File: src/rtl/device_address_table_unit_defines.svh
// assertion helpers for the device address table
`ifndef DEVICE_ADDRESS_TABLE_UNIT_DEFINES_SVH
`define DEVICE_ADDRESS_TABLE_UNIT_DEFINES_SVH

// same-cycle implication, checked out of reset
`define DAT_ASSERT_NOW(label, ante, cons, msg) \
  label: assert property (@(posedge clk) disable iff (rst) (ante) |-> (cons)) else $error(msg);

// next-cycle implication, checked out of reset
`define DAT_ASSERT_NEXT(label, ante, cons, msg) \
  label: assert property (@(posedge clk) disable iff (rst) (ante) |=> (cons)) else $error(msg);

`endif

File: src/rtl/dat_pkg.sv
package dat_pkg;

  localparam int IP_W   = 32;
  localparam int MAC_W  = 48;
  localparam int KIND_W = 2;
  localparam int MODE_W = 2;
  localparam int STAT_W = 3;
  localparam int SLOTO_W = 4;
  localparam int CNTO_W  = 5;

  localparam logic [KIND_W-1:0] KIND_LOOKUP = 2'd0;
  localparam logic [KIND_W-1:0] KIND_ADD    = 2'd1;
  localparam logic [KIND_W-1:0] KIND_DELETE = 2'd2;
  localparam logic [KIND_W-1:0] KIND_CLEAR  = 2'd3;

  localparam logic [MODE_W-1:0] MODE_MAC = 2'b10;

  localparam logic [STAT_W-1:0] ST_OK       = 3'd0;
  localparam logic [STAT_W-1:0] ST_FULL     = 3'd1;
  localparam logic [STAT_W-1:0] ST_DUP      = 3'd2;
  localparam logic [STAT_W-1:0] ST_EMPTY    = 3'd3;
  localparam logic [STAT_W-1:0] ST_ZERO_MAC = 3'd4;

  typedef struct packed {
    logic [IP_W-1:0]  ip;
    logic [IP_W-1:0]  mask;
    logic [MAC_W-1:0] mac;
  } entry_t;

  // search key broadcast to every cell during a scan
  typedef struct packed {
    logic [MODE_W-1:0] mode;
    logic [IP_W-1:0]   ip;
    logic [MAC_W-1:0]  mac;
  } key_t;

  // search token handed from cell to cell (slot indexes travel beside it)
  typedef struct packed {
    logic   valid;
    logic   found;
    logic   free_found;
    entry_t data;
  } scan_t;

  // table update: add and delete are applied by the cell whose index matches the write slot, clear-all by every cell
  typedef struct packed {
    logic   add;
    logic   del;
    logic   clr_all;
    entry_t data;
  } tbl_wr_t;

endpackage

File: src/rtl/dat_cell.sv
module dat_cell #(
  parameter int SLOT_W = 4,
  parameter int INDEX  = 0
) (
  input  logic                clk,
  input  logic                rst,
  input  dat_pkg::key_t       key,
  input  dat_pkg::tbl_wr_t    wr,
  input  logic [SLOT_W-1:0]   wr_slot,
  input  dat_pkg::scan_t      tok_in,
  input  logic [SLOT_W-1:0]   hit_slot_in,
  input  logic [SLOT_W-1:0]   free_slot_in,
  output dat_pkg::scan_t      tok_out,
  output logic [SLOT_W-1:0]   hit_slot_out,
  output logic [SLOT_W-1:0]   free_slot_out
);
  import dat_pkg::*;

  localparam logic [SLOT_W-1:0] MY_SLOT = SLOT_W'(INDEX);

  logic   valid;
  entry_t entry;
  logic   match;
  logic   sel;

  assign sel   = (wr_slot == MY_SLOT);
  assign match = valid
               && (!key.mode[0] || (entry.ip == key.ip))
               && (!key.mode[1] || (entry.mac == key.mac));

  // stored entry
  always_ff @(posedge clk) begin
    if (rst) begin
      valid <= 1'b0;
    end else if (wr.clr_all) begin
      valid <= 1'b0;
    end else if (sel && wr.add) begin
      valid <= 1'b1;
    end else if (sel && wr.del) begin
      valid <= 1'b0;
    end
    if (sel && wr.add) begin
      entry <= wr.data;
    end
  end

  // token stage: first hit and first free slot so far
  always_ff @(posedge clk) begin
    if (rst) begin
      tok_out.valid <= 1'b0;
    end else begin
      tok_out.valid <= tok_in.valid;
    end
    tok_out.found      <= tok_in.found || match;
    tok_out.free_found <= tok_in.free_found || !valid;
    if (!tok_in.found && match) begin
      tok_out.data <= entry;
      hit_slot_out <= MY_SLOT;
    end else begin
      tok_out.data <= tok_in.data;
      hit_slot_out <= hit_slot_in;
    end
    if (!tok_in.free_found && !valid) begin
      free_slot_out <= MY_SLOT;
    end else begin
      free_slot_out <= free_slot_in;
    end
  end

endmodule

File: config.mk
export PLATFORM = sky130hd
export DESIGN_NAME = dat_cell
export DESIGN_NICKNAME = d
export VERILOG_FILES = /design/src/rtl/device_address_table_unit_defines.svh /design/src/rtl/dat_pkg.sv /design/src/rtl/dat_cell.sv
export SDC_FILE = /design/constraint.sdc
export NUM_CORES = 1
export LEC_CHECK = 0
export BUFFER_PORTS_ARGS = -buffer_cell sky130_fd_sc_hd__buf_2
export CELL_PAD_IN_SITES_DETAIL_PLACEMENT = 1
export CELL_PAD_IN_SITES_GLOBAL_PLACEMENT = 1
export CORE_AREA = 2 2 172 174
export CTS_CLUSTER_SIZE = 20
export DETAILED_ROUTE_END_ITERATION = 16
export DIE_AREA = 0 0 174 176
export GPL_ROUTABILITY_DRIVEN = 0
export PLACE_DENSITY_LB_ADDON = 0.1
export SETUP_SLACK_MARGIN = 0.05
export SLEW_MARGIN = 15
export SYNTH_ARGS = -nofsm -noshare
export SYNTH_HDL_FRONTEND = slang
export SYNTH_SLANG_ARGS = --single-unit
File: constraint.sdc
create_clock -name clk -period 6.9 [get_ports clk]
set_clock_uncertainty 0.2 [all_clocks]
set_input_delay 1.035 -clock clk [delete_from_list [all_inputs] [get_ports clk]]
set_output_delay 1.035 -clock clk [all_outputs]
set_load 0.005 [all_outputs]
==> results of run 1 <==
cell families (layout without fill, tap and decap cells):
logic type	Yosys count	after routing	share of synthesized area, %
flops	236	236	70.23
mux	112	112	16.78
xor+xnor	80	80	8.418
simple gates	41	41	3.037
buf+inv	13	504	1.158
compound gates	4	4	0.3757
other cells	0	10	0
power groups by stage:
stage / logic (mW) / clock network [mW] / registers [mW]
6_report: 0.218 / 1.50 / 1.53
5_1_grt: 0.240 / 1.61 / 1.54
4_1_cts: 0.224 / 1.55 / 1.53
3_5_place_dp: 0.223 / 0 / 1.56
3_3_place_gp: 0.219 / 0 / 1.56
2_1_floorplan: 0.0633 / 0 / 1.57
final cells by class:
| type | instances | area (µm²) | share of cell area [%] |
|---|---|---|---|
| diodes | 10 | 25.02 | 0.2094 |
| clock buffers | 41 | 812.0 | 6.795 |
| clock inverters | 11 | 131.4 | 1.099 |
| multi-input cells | 237 | 2384 | 19.95 |
| flip-flops and latches | 236 | 5846 | 48.92 |
| well taps | 384 | 480.5 | 4.021 |
| repair buffers | 452 | 2272 | 19.01 |
per-layer routing:
metal	global-route usage (%)	wire, µm	vias up
met5	0	50	-
met4	5.567	714	8
met3	7.924	3075	49
met2	32.75	14490	290
met1	16.09	8854	2681
li1	-	-	2716
through the flow:
| stage | worst slack, ns | power (mW) |
|---|---|---|
| 2_1_floorplan | 2.225 | 1.632 |
| 3_3_place_gp | 2.645 | 1.781 |
| 3_5_place_dp | 2.688 | 1.786 |
| 4_1_cts | 3.246 | 3.306 |
| 5_1_grt | 3.153 | 3.384 |
| 6_report | 3.279 | 3.249 |
path summary, 6_finish.rpt:
check                      to      start  slack, ns  cells past startpoint
setup / recovery  tok_out[99]    key[15]       3.28                      9
hold / removal    tok_out[77]  entry[77]       0.27                      1
setup reg to reg  tok_out[99]  entry[16]       3.47                      8
hold reg to reg   tok_out[77]  entry[77]       0.27                      1
flip-flops by register name, summed over array words and instances (netlist names):
signal and count:
hit_slot_out 4, free_slot_out 4, valid 1, tok_out 115
entry 112
worst max-delay path: cells and delay by family:
family	cells	cell delay [ns]
compound gates	1	0.34
buf+inv	3	0.85
mux	1	0.38
simple gates	3	1.02
xor+xnor	1	0.16
cells in the final DEF (no fill, tap or decap), types with 9 or more instances in the layout:
cell,instances
edfxtp_1,112
buf_2,448
mux2_4,36
diode_2,10
nor4_1,21
clkbuf_16,30
xor2_1,80
clkbuf_1,9
mux2_2,76
dfxtp_1,124
==> out/summary.txt, run 1 <==
status = completed
post-synth top area share = 40.41%
clock root buffer = clkbuf_16
synthesized area = 0.008323 mm²
CP Launch Type = input port
initial antenna violation count = 14
Critical Path Max Stage Delay = 0.53 ns
H-tree depth = 1
Gate power share = 6.7%
CP Class = in2reg
max cap viols = 0
CTS tree = yes
Worst-Margin Slew = 0.9795 ns
Flop pwr share = 47.2%
Seq/Total Area, Yosys = 70.23%
most frequent cell after synthesis = dfxtp_1
Rel. slew slack = 34.70%
sw power = 671.9 µW
detailed placement HPWL = 21.29 mm
fin nets = 1281
I/O Buffers = 448
setup violators final = 0
number of synthesized flops with an enable pin = 112
Max clock buf depth = 3
# resized after CTS = 0
Post-DP Area = 0.01098 mm²
ys async rst share = 0%
CTS Buf Count = 28
post-route cell area = 0.01195 mm²
hold slack = 0.2679 ns
Finished Core Util = 41.86%
clock power share = 46.1%
setup TNS = 0 ns
switching share of total power = 20.68%
final wirelength = 27.19 mm
number of global-route vias before repair = 6314
Yosys reg bits = 236
Worst Path Required = 7.11 ns
ys flop type = dfxtp_1
post-synthesis cell count = 486
Worst path slowest cell = nor4_1
Tcrit/Tclk final = 52.47%
Worst EP arrival = 3.83 ns
Pwr per Cell Area = 271.9 mW/mm²
Chip Width = 174 µm
Synth top cells by count = dfxtp_1 (124), edfxtp_1 (112), xor2_1 (80)
CTS clk-pin slew, worst paths = 0.06 ns
Routed Antenna Nets = 0
clk sinks = 236
CP Max Fanout = 39
Fmax = 276.2 MHz
Cell variety after synth = 20
Area contributors post-synth = edfxtp_1 (40%), dfxtp_1 (30%), mux2_2 (10%)
row count = 62
share of layout cells above drive strength 1 = 62.33%
Layout area overhead = 43.58%
fill count = 3121
first-pass GRT wire length = 38.99 mm
DRT Pass-1 Iters = 4
pin count of the biggest net entering global routing = 67
Worst-Skew Late Latency = 0.53 ns
die height = 176 µm
critical-path cell list = buf_2 -> xor2_1 -> nor4_1 -> nand4_1 -> o31ai_2 -> nand4b_1 -> buf_4 -> buf_4 -> mux2_4
vias per inst = 4.190
Leakage = 5.366 nW
initial DRC count = 136
Overflow after GRT = 0
hold buffers post-CTS = 0
Placed Cells = 1309
Syn. warnings = 0
most used cell, CP = buf_4
core area = 0.02855 mm²
Global Route Usage Sum = 17.13%
Post-CTS Setup Inserts = 0
Final Critical Period = 3.621 ns
Syn Nets = 812
routed len/inst = 19.83 µm
Cell Int Power = 2.577 mW
routed vias = 5744
drt drc = 0
worst vdd ir = 0.1534 mV
RSZ-0062 raised after global routing = false
max-slew violations = 0
IO Count = 449
cell taking the most area after synthesis = edfxtp_1
critical path capture point type = register
Non-Filler Instances = 1371
Initial Util = 29.15%
full die area = 0.03062 mm²
worst hold path class = reg2reg
Final Hold Viols = 0
syn_area_per_cell = 17.13 µm²
Power figures use the tool's default switching activity.
==> run 2, diff against run 1 <==
==> constraint.sdc (replaced) <==
create_clock -name clk -period 2.94 [get_ports clk]
set_clock_uncertainty 0.2 [all_clocks]
set_input_delay 0.441 -clock clk [delete_from_list [all_inputs] [get_ports clk]]
set_output_delay 0.441 -clock clk [all_outputs]
set_load 0.005 [all_outputs]
==> run 2 against run 1 <==
Against the previous run:
- non-clock buffer count up 256
- sequential share of layout area down 8.6 points
- register-to-register slack worse by 3.3 ns
- clock power up 120%
- via count up 18%
- clock-buffer cell count up 5
- core utilization up 9.0 points
- first-iteration DRC count up 21%
- largest power group unchanged
- largest cell class unchanged
- critical path type is now reg2reg
- global-route usage up 2.3 points
==> out/summary.txt, run 2 (same netlist as run 1, synthesis figures left out) <==
hold slack = 0.06431 ns
Worst-Skew Late Latency = 0.53 ns
Max clock buf depth = 3
max cap viols = 0
core area = 0.02855 mm²
Fmax = 360.1 MHz
CP Class = reg2reg
number of global-route vias before repair = 7680
critical path launch point = entry[44]
multi-input logic area = 0.002411 mm²
commonest non-fill, non-tap cell in the layout = buf_2
Worst Path Required = 3.15 ns
share of layout cells above drive strength 1 = 50.85%
initial DRC count = 165
Cell Int Power = 6.051 mW
H-tree depth = 1
Reg with most FFs = tok_out
CTS Buf Count = 28
first-pass GRT wire length = 45.04 mm
Final Hold Viols = 0
routed len/inst = 18.69 µm
Leakage = 6.459 nW
Tcrit/Tclk final = 94.47%
status = completed
Rel. slew slack = 68.36%
Gate power share = 10.4%
Largest register FFs = 115
drt drc = 0
IO Count = 449
met3 wire length = 2.375 mm
I/O Buffers = 448
Worst-Margin Slew = 0.4703 ns
Top Registers = tok_out: 115 flops, entry: 112 flops
CTS clk-pin slew, worst paths = 0.06 ns
met1 WL = 10.86 mm
R2R Path End = tok_out[76]
clock root buffer = clkbuf_16
Overflow after GRT = 0
Chip Width = 174 µm
die height = 176 µm
RSZ-0062 raised after global routing = true
max-slew violations = 0
Post-DP Area = 0.01120 mm²
fin nets = 1537
metal2 WL = 16.19 mm
Global Route Usage Sum = 19.40%
Post-CTS Setup Inserts = 0
critical path capture point type = register
worst hold path class = in2reg
detailed placement HPWL = 22.27 mm
clock power share = 42.8%
register area = 0.005846 mm²
vias per inst = 4.165
CP Max Fanout = 26
Reg-to-Reg Start = entry[44]
fill count = 3022
pin count of the biggest net entering global routing = 61
post-route cell area = 0.01451 mm²
Flop pwr share = 46.8%
Worst EP arrival = 2.99 ns
post-layout power = 7.688 mW
Routed Antenna Nets = 0
R2R Setup Slk = 0.16 ns
Layout area overhead = 74.34%
row count = 62
r2r worst-path depth = 8
final wirelength = 30.31 mm
setup TNS = 0 ns
crit path capture = tok_out[76]
Final Critical Period = 2.777 ns
CTS tree = yes
clk sinks = 236
Pwr per Cell Area = 529.9 mW/mm²
max layer used = met4
Post-Place Setup Slack = -0.2222 ns
full die area = 0.03062 mm²
sw power = 1.638 mW
DRT Pass-1 Iters = 4
routed vias = 6755
initial antenna violation count = 6
CP Launch Type = register
worst vdd ir = 0.3968 mV
commonest non-fill, non-tap cells in the layout = buf_2 (448), dlygate4sd3_1 (239), dfxtp_1 (124)
PnR worst setup slack = 0.1626 ns
setup violators final = 0
switching share of total power = 21.30%
Initial Util = 29.15%
## run 2: what timing repair did
item	4_1_cts	5_1_grt
hold endpoints to repair	236	0
gates cloned	0	0
pin swaps	1	0
hold buffers	239	0
endpoints found under the setup margin	113	112
gates resized for setup	2	2
## run 2: final cells by class
type | instances | share of cell area [%]
Multi-Input combinational cell | 237 | 16.62
Sequential cell | 236 | 40.29
Clock buffer | 46 | 5.855
Clock inverter | 6 | 0.2156
Tap cell | 384 | 3.311
Timing Repair Buffer | 708 | 33.63
Antenna cell | 5 | 0.08623
## run 2: power groups by stage
stage	Combinational [mW]	Clock, mW	Sequential, mW
global placement	0.526	0	3.67
floorplan	0.149	0	3.68
detailed placement	0.534	0	3.67
CTS	0.802	3.41	3.60
global route	0.869	3.53	3.61
finish	0.797	3.29	3.60
## run 2: worst max-delay path, cell delays in order (launching register included)
cell and delay (ns):
edfxtp_1 0.41, xor2_1 0.16, nor4_1 0.43, nand4_1 0.25, o31ai_4 0.34, nand4b_1 0.17
buf_4 0.19, buf_12 0.17, mux2_4 0.31
## run 2: routing by layer
metal  global-route usage [%]  vias to the layer above
met1                    20.40                     3181
li1                         -                     3221
met4                    5.987                        0
met2                    37.00                      305
met3                    5.835                       48
met5                        0                        -
## run 2: stage by stage
step | utilization, % | cells
finish | 50.83 | 1622
CTS | 50.73 | 1617
global placement | 39.22 | 1326
detailed placement | 39.22 | 1326
global route | 50.81 | 1620
floorplan | - | 486
## run 2: how the worst min path moves through the flow
stage | startpoint | endpoint | slack [ns] | cells past startpoint
after floorplan | valid | tok_out[112] | 0.21 | 1
after global placement | entry[56] | tok_out[56] | 0.25 | 1
after detailed placement | entry[55] | tok_out[55] | 0.26 | 1
after CTS | key[81] | tok_out[113] | 0.06 | 3
after global routing | key[81] | tok_out[113] | 0.07 | 3
final | key[81] | tok_out[113] | 0.06 | 3
